==> src/c_token_scanner_assert.svh <==
// ----------------------------------------------------------------------------
// c_token_scanner_assert.svh
// Assertion macros shared by the scanner RTL.
// ----------------------------------------------------------------------------
`ifndef C_TOKEN_SCANNER_ASSERT_SVH
`define C_TOKEN_SCANNER_ASSERT_SVH

// Checked only out of reset.
`define CTOK_ASSERT(label, prop, msg) \
    label: assert property (@(posedge clk) disable iff (!rst_n) prop) else $error(msg);

// Checked at every edge, reset included.
`define CTOK_ASSERT_ALWAYS(label, prop, msg) \
    label: assert property (@(posedge clk) prop) else $error(msg);

`endif

==> src/ctok_pkg.sv <==
// ----------------------------------------------------------------------------
// ctok_pkg
// Types and constants of the C token scanner.
// ----------------------------------------------------------------------------
package ctok_pkg;

    localparam int MAX_TOKEN_LEN = 127;
    localparam int LINE_BITS     = 16;
    localparam int COLUMN_BITS   = 12;
    localparam int LEN_BITS      = 7;

    localparam logic [1:0] CLS_IDENT   = 2'd0;
    localparam logic [1:0] CLS_CONST   = 2'd1;
    localparam logic [1:0] CLS_SPECIAL = 2'd2;

    typedef enum logic [11:0] {
        M_IDLE          = 12'b0000_0000_0001,
        M_IDENT         = 12'b0000_0000_0010,
        M_NUMBER        = 12'b0000_0000_0100,
        M_DOT           = 12'b0000_0000_1000,
        M_FRACTION      = 12'b0000_0001_0000,
        M_QUOTE         = 12'b0000_0010_0000,
        M_QUOTE_ESC     = 12'b0000_0100_0000,
        M_SLASH         = 12'b0000_1000_0000,
        M_LINE_COMMENT  = 12'b0001_0000_0000,
        M_BLOCK_COMMENT = 12'b0010_0000_0000,
        M_BLOCK_STAR    = 12'b0100_0000_0000,
        M_OP            = 12'b1000_0000_0000
    } scan_mode_t;

    typedef struct packed {
        logic [7:0] text_byte;
        logic       end_of_text;
    } ctok_in_t;

    typedef struct packed {
        logic [1:0]             token_class;
        logic [LINE_BITS-1:0]   start_line;
        logic [COLUMN_BITS-1:0] start_column;
        logic [LEN_BITS-1:0]    token_length;
        logic                   too_long;
        logic                   unterminated;
        logic                   last_of_run;
    } ctok_token_t;

    typedef struct packed {
        scan_mode_t             mode;
        logic [7:0]             pending_symbol;
        logic [LINE_BITS-1:0]   line_count;
        logic [COLUMN_BITS-1:0] column_count;
        logic [LINE_BITS-1:0]   tok_line;
        logic [COLUMN_BITS-1:0] tok_column;
        logic [LEN_BITS-1:0]    tok_count;
        logic                   overflow_seen;
    } ctok_state_t;

    // Results produced by one accepted request, first in order first.
    typedef struct packed {
        logic [1:0]  count;
        ctok_token_t first;
        ctok_token_t second;
    } ctok_push_t;

endpackage

==> src/ctok_result_fifo.sv <==
// ----------------------------------------------------------------------------
// ctok_result_fifo
// Three-entry result queue: takes up to two tokens a cycle, gives one.
// ----------------------------------------------------------------------------
module ctok_result_fifo
    import ctok_pkg::*;
(
    input  logic        clk,
    input  logic        rst_n,
    input  ctok_push_t  push,
    input  logic        pop,
    output logic        out_valid,
    output ctok_token_t out_data,
    output logic        has_room
);

    ctok_token_t entry_reg [3];
    ctok_token_t entry_next [3];
    logic [1:0]  count_reg;
    logic [1:0]  count_next;
    logic [1:0]  base;
    logic        do_pop;

    assign out_valid = (count_reg != 2'd0);
    assign out_data  = entry_reg[0];
    // room for the worst case of two results
    assign has_room  = (count_reg <= 2'd1);
    assign do_pop    = pop && out_valid;

    always_comb
    begin
        entry_next = entry_reg;
        base       = count_reg;
        if (do_pop)
        begin
            entry_next[0] = entry_reg[1];
            entry_next[1] = entry_reg[2];
            base          = count_reg - 2'd1;
        end
        for (int i = 0; i < 3; i++)
        begin
            if ((push.count != 2'd0) && (2'(i) == base))
                entry_next[i] = push.first;
            if ((push.count == 2'd2) && (2'(i) == base + 2'd1))
                entry_next[i] = push.second;
        end
        count_next = base + push.count;
    end

    always_ff @(posedge clk)
    begin
        entry_reg <= entry_next;
    end

    always_ff @(posedge clk or negedge rst_n)
    begin
        if (!rst_n)
            count_reg <= 2'd0;
        else
            count_reg <= count_next;
    end

endmodule

==> src/ctok_step.sv <==
// ----------------------------------------------------------------------------
// ctok_step
// One scanner step: next state and up to two tokens for one byte.
// ----------------------------------------------------------------------------
module ctok_step
    import ctok_pkg::*;
(
    input  ctok_state_t st,
    input  ctok_in_t    req,
    output ctok_state_t st_next,
    output ctok_push_t  push
);

    localparam logic [7:0] CH_UNDERSCORE = 8'h5F;
    localparam logic [7:0] CH_DOT        = 8'h2E;
    localparam logic [7:0] CH_SLASH      = 8'h2F;
    localparam logic [7:0] CH_STAR       = 8'h2A;
    localparam logic [7:0] CH_BACKSLASH  = 8'h5C;
    localparam logic [7:0] CH_SQUOTE     = 8'h27;
    localparam logic [7:0] CH_DQUOTE     = 8'h22;
    localparam logic [7:0] CH_NEWLINE    = 8'h0A;
    localparam logic [7:0] CH_TAB        = 8'h09;
    localparam logic [7:0] CH_CR         = 8'h0D;
    localparam logic [7:0] CH_SPACE      = 8'h20;

    localparam logic [LINE_BITS-1:0]   LINE_MAX = '1;
    localparam logic [COLUMN_BITS-1:0] COL_MAX  = '1;
    localparam logic [LEN_BITS-1:0]    LEN_MAX  = LEN_BITS'(MAX_TOKEN_LEN);

    function automatic logic is_letter(input logic [7:0] c);
        return (c >= 8'h41 && c <= 8'h5A) || (c >= 8'h61 && c <= 8'h7A);
    endfunction

    function automatic logic is_digit(input logic [7:0] c);
        return c >= 8'h30 && c <= 8'h39;
    endfunction

    function automatic logic is_space(input logic [7:0] c);
        return c == CH_SPACE || c == CH_TAB || c == CH_NEWLINE || c == CH_CR;
    endfunction

    // > < + - ! = & |
    function automatic logic is_pair_start(input logic [7:0] c);
        return c == 8'h3E || c == 8'h3C || c == 8'h2B || c == 8'h2D ||
               c == 8'h21 || c == 8'h3D || c == 8'h26 || c == 8'h7C;
    endfunction

    function automatic logic makes_pair(input logic [7:0] f, input logic [7:0] s);
        logic ok;
        case (f)
            8'h3E:   ok = (s == 8'h3E) || (s == 8'h3D);
            8'h3C:   ok = (s == 8'h3C) || (s == 8'h3D);
            8'h2B:   ok = (s == 8'h2B);
            8'h2D:   ok = (s == 8'h2D) || (s == 8'h3E);
            8'h21:   ok = (s == 8'h3D);
            8'h3D:   ok = (s == 8'h3D);
            8'h26:   ok = (s == 8'h26);
            8'h7C:   ok = (s == 8'h7C);
            default: ok = 1'b0;
        endcase
        return ok;
    endfunction

    logic [7:0]  b;
    logic        emit_a;
    logic        emit_b;
    logic        add_char;
    logic        fresh;
    logic [1:0]  cls_a;
    logic        unterm_a;
    ctok_token_t tok_a;
    ctok_token_t tok_b;
    ctok_state_t ns;

    assign b = req.text_byte;

    always_comb
    begin
        ns       = st;
        emit_a   = 1'b0;
        emit_b   = 1'b0;
        add_char = 1'b0;
        fresh    = 1'b0;
        cls_a    = CLS_SPECIAL;
        unterm_a = 1'b0;
        tok_a    = '0;
        tok_b    = '0;

        if (req.end_of_text)
        begin
            // flush whatever token is open; comments are dropped
            case (st.mode)
                M_IDENT:
                begin
                    emit_a = 1'b1;
                    cls_a  = CLS_IDENT;
                end
                M_NUMBER, M_FRACTION:
                begin
                    emit_a = 1'b1;
                    cls_a  = CLS_CONST;
                end
                M_DOT, M_SLASH, M_OP:
                begin
                    emit_a = 1'b1;
                    cls_a  = CLS_SPECIAL;
                end
                M_QUOTE, M_QUOTE_ESC:
                begin
                    emit_a   = 1'b1;
                    cls_a    = CLS_CONST;
                    unterm_a = 1'b1;
                end
                default: ;
            endcase
            ns.mode           = M_IDLE;
            ns.pending_symbol = 8'd0;
            ns.line_count     = LINE_BITS'(1);
            ns.column_count   = '0;
        end
        else
        begin
            if (b == CH_NEWLINE)
            begin
                if (st.line_count < LINE_MAX)
                    ns.line_count = st.line_count + LINE_BITS'(1);
                ns.column_count = '0;
            end
            else if (st.column_count < COL_MAX)
            begin
                ns.column_count = st.column_count + COLUMN_BITS'(1);
            end

            case (st.mode)
                M_IDENT:
                begin
                    if (is_letter(b) || is_digit(b) || b == CH_UNDERSCORE)
                        add_char = 1'b1;
                    else
                    begin
                        emit_a = 1'b1;
                        cls_a  = CLS_IDENT;
                        fresh  = 1'b1;
                    end
                end
                M_NUMBER:
                begin
                    if (is_digit(b) || b == CH_DOT)
                        add_char = 1'b1;
                    else
                    begin
                        emit_a = 1'b1;
                        cls_a  = CLS_CONST;
                        fresh  = 1'b1;
                    end
                end
                M_DOT:
                begin
                    if (is_digit(b))
                    begin
                        add_char = 1'b1;
                        ns.mode  = M_FRACTION;
                    end
                    else
                    begin
                        emit_a = 1'b1;
                        cls_a  = CLS_SPECIAL;
                        fresh  = 1'b1;
                    end
                end
                M_FRACTION:
                begin
                    if (is_digit(b))
                        add_char = 1'b1;
                    else
                    begin
                        emit_a = 1'b1;
                        cls_a  = CLS_CONST;
                        fresh  = 1'b1;
                    end
                end
                M_QUOTE:
                begin
                    add_char = 1'b1;
                    if (b == CH_BACKSLASH)
                        ns.mode = M_QUOTE_ESC;
                    else if (b == st.pending_symbol)
                    begin
                        emit_a = 1'b1;
                        cls_a  = CLS_CONST;
                    end
                end
                M_QUOTE_ESC:
                begin
                    add_char = 1'b1;
                    ns.mode  = M_QUOTE;
                end
                M_SLASH:
                begin
                    if (b == CH_SLASH)
                        ns.mode = M_LINE_COMMENT;
                    else if (b == CH_STAR)
                        ns.mode = M_BLOCK_COMMENT;
                    else
                    begin
                        emit_a = 1'b1;
                        cls_a  = CLS_SPECIAL;
                        fresh  = 1'b1;
                    end
                end
                M_LINE_COMMENT:
                begin
                    if (b == CH_NEWLINE)
                        ns.mode = M_IDLE;
                end
                M_BLOCK_COMMENT:
                begin
                    if (b == CH_STAR)
                        ns.mode = M_BLOCK_STAR;
                end
                M_BLOCK_STAR:
                begin
                    if (b == CH_SLASH)
                        ns.mode = M_IDLE;
                    else if (b != CH_STAR)
                        ns.mode = M_BLOCK_COMMENT;
                end
                M_OP:
                begin
                    emit_a = 1'b1;
                    cls_a  = CLS_SPECIAL;
                    if (makes_pair(st.pending_symbol, b))
                        add_char = 1'b1;
                    else
                        fresh = 1'b1;
                end
                default:
                begin
                    ns.mode = M_IDLE;
                    fresh   = 1'b1;
                end
            endcase
        end

        // length holds at the limit and marks the overflow
        if (add_char)
        begin
            if (st.tok_count >= LEN_MAX)
                ns.overflow_seen = 1'b1;
            else
                ns.tok_count = st.tok_count + LEN_BITS'(1);
        end

        if (emit_a)
            ns.mode = M_IDLE;

        tok_a.token_class  = cls_a;
        tok_a.start_line   = ns.tok_line;
        tok_a.start_column = ns.tok_column;
        tok_a.token_length = ns.tok_count;
        tok_a.too_long     = ns.overflow_seen;
        tok_a.unterminated = unterm_a;
        tok_a.last_of_run  = 1'b0;

        // first byte of a new token, starting from the updated position
        if (fresh && !is_space(b))
        begin
            ns.tok_line      = ns.line_count;
            ns.tok_column    = ns.column_count;
            ns.tok_count     = LEN_BITS'(1);
            ns.overflow_seen = 1'b0;
            if (is_letter(b))
                ns.mode = M_IDENT;
            else if (is_digit(b))
                ns.mode = M_NUMBER;
            else if (b == CH_DOT)
                ns.mode = M_DOT;
            else if (b == CH_SQUOTE || b == CH_DQUOTE)
            begin
                ns.pending_symbol = b;
                ns.mode           = M_QUOTE;
            end
            else if (b == CH_SLASH)
                ns.mode = M_SLASH;
            else if (is_pair_start(b))
            begin
                ns.pending_symbol = b;
                ns.mode           = M_OP;
            end
            else
            begin
                emit_b  = 1'b1;
                ns.mode = M_IDLE;
            end
        end

        tok_b.token_class  = CLS_SPECIAL;
        tok_b.start_line   = ns.tok_line;
        tok_b.start_column = ns.tok_column;
        tok_b.token_length = ns.tok_count;
        tok_b.too_long     = ns.overflow_seen;
        tok_b.unterminated = 1'b0;
        tok_b.last_of_run  = 1'b1;
    end

    always_comb
    begin
        st_next     = ns;
        push.count  = {1'b0, emit_a} + {1'b0, emit_b};
        push.first  = emit_a ? tok_a : tok_b;
        push.second = tok_b;
        push.first.last_of_run = !(emit_a && emit_b);
    end

endmodule

==> src/c_token_scanner.sv <==
// ----------------------------------------------------------------------------
// c_token_scanner
// Byte-serial lexical scanner for C-style source text.
// ----------------------------------------------------------------------------
// Usage:
//   in channel  : in_valid/in_ready carry one request per byte (text_byte,
//                 end_of_text). end_of_text flushes the open token, ignores
//                 the byte and restarts at line 1, column 0.
//   out channel : out_valid/out_ready carry one token per transfer
//                 (class, start line/column, length, flags, last_of_run).
//   Output      : a token is queued when the request that closes it is
//                 taken and shows on out_data once earlier tokens are taken.
//   Throughput  : one request per cycle while in_ready is high. A byte that
//                 both ends a token and is a one-character special makes two
//                 tokens; the queue drains one token per cycle while out_ready
//                 is high, so in_ready drops while two or more tokens are held.
//   Stall       : while out_ready is low the three-entry queue fills; in_ready
//                 stays high while at most one token is queued.
//   Reset       : rst_n clears the queue and puts the scanner idle at line 1.
// ----------------------------------------------------------------------------
module c_token_scanner
    import ctok_pkg::*;
(
    input  logic        clk,
    input  logic        rst_n,
    input  logic        in_valid,
    output logic        in_ready,
    input  ctok_in_t    in_data,
    output logic        out_valid,
    input  logic        out_ready,
    output ctok_token_t out_data
);

`include "c_token_scanner_assert.svh"

    ctok_state_t state_reg;
    ctok_state_t state_next;
    ctok_push_t  step_push;
    ctok_push_t  fifo_push;
    logic        in_take;
    logic        has_room;

    assign in_ready = has_room;
    assign in_take  = in_valid && in_ready;

    // scan step: state and the current byte in, tokens out
    ctok_step u_step (
        .st      (state_reg),
        .req     (in_data),
        .st_next (state_next),
        .push    (step_push)
    );

    // only a taken request pushes tokens
    always_comb
    begin
        fifo_push       = step_push;
        fifo_push.count = in_take ? step_push.count : 2'd0;
    end

    always_ff @(posedge clk or negedge rst_n)
    begin
        if (!rst_n)
        begin
            state_reg.mode           <= M_IDLE;
            state_reg.pending_symbol <= 8'd0;
            state_reg.line_count     <= LINE_BITS'(1);
            state_reg.column_count   <= '0;
            state_reg.tok_line       <= '0;
            state_reg.tok_column     <= '0;
            state_reg.tok_count      <= '0;
            state_reg.overflow_seen  <= 1'b0;
        end
        else if (in_take)
        begin
            state_reg <= state_next;
        end
    end

    // result register / queue between the scanner and the receiver
    ctok_result_fifo u_fifo (
        .clk       (clk),
        .rst_n     (rst_n),
        .push      (fifo_push),
        .pop       (out_ready),
        .out_valid (out_valid),
        .out_data  (out_data),
        .has_room  (has_room)
    );

    // ------------------------------------------------------------------------
    // Assertions
    // ------------------------------------------------------------------------
    `CTOK_ASSERT(a_len_nonzero, out_valid |-> out_data.token_length != '0,
        "token of zero length")
    `CTOK_ASSERT(a_col_nonzero, out_valid |-> out_data.start_column != '0,
        "token starts at column zero")
    `CTOK_ASSERT(a_stall_only_full, !in_ready |-> out_valid,
        "input stalled with no result queued")
    `CTOK_ASSERT(a_eot_restart,
        (in_take && in_data.end_of_text) |=>
            (state_reg.line_count == LINE_BITS'(1) && state_reg.column_count == '0),
        "position not restarted after end of text")
    // queue count is cleared asynchronously as soon as rst_n goes low
    `CTOK_ASSERT_ALWAYS(a_reset_empty, !rst_n |=> !out_valid,
        "result shown during reset")

endmodule

==> config.mk <==
export PLATFORM = sky130hd
export DESIGN_NAME = c_token_scanner
export DESIGN_NICKNAME = d
export VERILOG_FILES = /design/src/ctok_pkg.sv /design/src/ctok_result_fifo.sv /design/src/ctok_step.sv /design/src/c_token_scanner.sv
export VERILOG_INCLUDE_DIRS = /design/src /design/src/src
export SDC_FILE = /design/constraint.sdc
export NUM_CORES = 1
export LEC_CHECK = 0
export ABC_AREA = 0
export ABC_CLOCK_PERIOD_IN_PS = 14200
export BUFFER_PORTS_ARGS = -buffer_cell sky130_fd_sc_hd__buf_2
export CORE_ASPECT_RATIO = 0.6
export CORE_MARGIN = 4
export CORE_UTILIZATION = 67
export CTS_CLUSTER_SIZE = 10
export DETAILED_ROUTE_END_ITERATION = 10
export PLACE_DENSITY = 0.93
export SLEW_MARGIN = 20
export SYNTH_ARGS = -nofsm -noshare
export SYNTH_HDL_FRONTEND = slang
export SYNTH_SLANG_ARGS = --single-unit
==> constraint.sdc <==
create_clock -name clk -period 14.2 [get_ports clk]
set_input_delay 2.13 -clock clk [delete_from_list [all_inputs] [get_ports clk]]
set_output_delay 2.13 -clock clk [all_outputs]
set_load 0.1 [all_outputs]
==> results.yml <==
outcome:
  status: "finished, final reports clean"
timing:
  post-route-min-period_ps: 7070
  rsz0062_at_grt: "no"
  min_period_over_period: 0.498
  finalSetupViolCount: 0
  fin_ws_ps: 7130
  hold_viol: 0
  fmax_ghz: 0.141
  tns_ps: 0
  worst_hold_slack_ps: 483
  skew_ps: 25.1
  slew_headroom: 0.341
  tightest_slew_ps: 979
  drv_slew: 0
setup_path:
  cp-start-kind: "primary input"
  critical_path.top_delay_family: "simple AND/OR/NAND/NOR gates"
  end_kind: "register"
  r2r-start: "state_reg[81]"
  crit_path_cell_trace: "buf_2 > or4b_1 > nor3_4 > o211ai_1 > a221o_1 > a211oi_2 > or2b_4 > nor2_1 > ha_1 > o211ai_1 > nor2_2 > buf_4 > nor2_1 > nand2_1 > buf_4"
  max_stage_delay_ps: 690
  critPathArrivalTime_ps: 7320
  cp_slowest_cell: "or4b_1"
  critical_path.max_fanout: 49
  worstSetupStartpoint: "in_data[5]"
  worstSetupPathType: "primary input to register"
  path_buf_inv: 3
  critPathRequiredTime_ps: 14450
global_routing:
  grt_pass1_vias: 9133
  antenna_found_initial: 1
  grt_max_degree: 64
  grtUsageTotal: 0.309
  overflow: 0
  grt_pass1_wl_um: 50500
synth:
  synth_edf_count: 108
  async_flop_share: 0.417
  synth-main-ff-cell: "edfxtp_1"
  syn_nets: 1214
  netlist_instances: 1195
  seq_area_frac_synth: 0.473
  ys_types: 85
  synth-seq-cells: 206
  syn_area_mm2: 0.0119
  syn_avg_cell_area_um2: 9.97
  yosys_warnings: 0
floorplanning:
  start_util: 0.690
  coreArea_mm2: 0.0173
  die_h_um: 111
  dieArea_mm2: 0.0200
  ios: 55
  dieWidth_um: 180
  placementRows: 37
placement:
  port_buffers: 54
  place_congestion: 0.998
  post-place-ws_ps: 6720
  dpl_cell_area_mm2: 0.0120
  dp_hpwl_um: 20400
power_and_ir_drop:
  powerDensity_mw_per_mm2: 189
  ir_drop_v: 0.000111
  power.leakage_uw: 0.00517
final_layout:
  syn2layout_area_growth_pct: 6.61
  drive_gt1_frac: 0.133
  final_area_mm2: 0.0127
  largest_reg_flops: 84
  finalNetCount: 1196
  final_util: 0.735
  diodes: 0
route:
  wl_per_cell_um: 22.2
  wirelength_um: 31700
  drt_iter0_drc: 1534
  drc_errors: 0
  viasPerCell: 6.95
  vias: 9927
  ant_nets: 0
  dr.pass1.iters: 6
clock_network:
  cts_setup_buffers: 0
  cts_tree: "yes"
  cts_resized: 0
  clk_pin_slew_worst_paths_ps: 60
  h-tree-depth: 1
  clock_latency_ps: 530
  cts_hold_buf: 0
  cts_max_path_buffers: 3
  cts_root_buf: "clkbuf_16"
  cts.sinks: 206
  cts_buffers: 24
run:
  max_cap_violations: 0
hold_path:
  min_from: "u_fifo.entry_reg[38]"
  hp-class: "register to register"
## cell families (layout without fill, tap and decap cells)
family	after synthesis	after routing	synth area share
adders and majority gates	7	7	0.00714
DFF	206	206	0.473
and+or+nand+nor	395	395	0.170
buffers and inverters	127	127	0.0587
xor gates and xnor gates	39	39	0.0287
AOI/OAI and AO/OA	329	329	0.182
muxes	92	92	0.0802
## per-layer routing
layer / track usage / up-vias / wire length (µm)
met3: 0.0925 / 87 / 4450
met2: 0.444 / 738 / 13300
met1: 0.465 / 4725 / 13200
li1: - / 4375 / -
met5: 0 / - / 13
met4: 0.0670 / 2 / 689
## layout make-up
class	instances	area [µm²]
inverter	10	37.5
multi-input combinational	862	5600
sequential	206	5640
timing repair buffer	73	415
fill	1157	4570
clock buffer	42	668
tap	234	293
clock inverter	2	46.3
## cells in the final DEF (no fill, tap or decap), drive strengths merged, types with 12 or more instances in the layout
cell type	count
a21o	20
a21oi	55
a22o	39
buf	73
clkbuf	42
dfrtp	84
dfxtp	12
edfxtp	108
mux2	28
mux2i	64
nand2	155
nand3	38
nand4	17
nor2	62
nor3	24
nor4	16
o21a	12
o21ai	105
o21bai	28
xnor2	29
## cell usage after synthesis, types with 4 or more instances
master,number,share of area
nand2_1,154,0.049
edfxtp_1,108,0.27
o21ai_0,103,0.043
dfrtp_1,84,0.18
mux2i_1,64,0.054
nor2_1,59,0.019
a21oi_1,55,0.023
clkbuf_1,49,0.015
buf_4,44,0.028
a22o_1,39,0.029
nand3_1,38,0.016
xnor2_1,29,0.021
o21bai_1,28,0.018
mux2_2,26,0.025
nor3_1,23,0.0097
a21o_1,20,0.013
nand4_1,17,0.0089
buf_2,15,0.0063
dfxtp_1,12,0.020
nor4_1,12,0.0063
o21a_1,12,0.0076
and3_1,11,0.0058
a211oi_1,10,0.0063
inv_1,10,0.0032
o31ai_1,10,0.0063
or4_1,10,0.0063
xor2_1,10,0.0074
nor4b_1,8,0.0059
o22ai_1,8,0.0042
nand2b_1,7,0.0037
a31oi_1,6,0.0032
and2_1,6,0.0032
ha_1,6,0.0063
or2_2,6,0.0032
or3_1,6,0.0032
buf_1,5,0.0016
or3b_2,5,0.0037
and4_1,4,0.0029
nand3b_1,4,0.0025
nor2b_1,4,0.0021
o211ai_1,4,0.0025
## through the flow
step / cells / total power, µW
floorplan: 1195 / 1660
global placement: 1385 / 1770
detailed placement: 1385 / 1800
CTS: 1429 / 2380
global route: 1429 / 2490
finish: 1429 / 2400
## path summary, 6_finish.rpt
kind / endpoint / slack (ps) / cells past startpoint
worst max-delay path: u_fifo.entry_reg[62] / 7130 / 15
worst min-delay path: u_fifo.entry_reg[38] / 480 / 2
worst max register to register: u_fifo.entry_reg[62] / 8290 / 14
worst min register to register: u_fifo.entry_reg[38] / 480 / 2
max in group asynchronous: state_reg[29] / 11540 / 2
min in group asynchronous: state_reg[64] / 1520 / 1
## where the power goes
part,internal (µW),switching (µW)
sequential,783,65.7
clock,336,246
combinational,227,738
total,1350,1050
## worst reg2reg max path: cells and delay by family (launching register included)
family | cells | cell delay [ps]
DFF | 1 | 500
and+or+nand+nor | 8 | 2810
AOI/OAI and AO/OA | 3 | 1140
adders and majority gates | 1 | 430
buffers and inverters | 2 | 770
No activity file was read; power rests on OpenSTA's default activity.
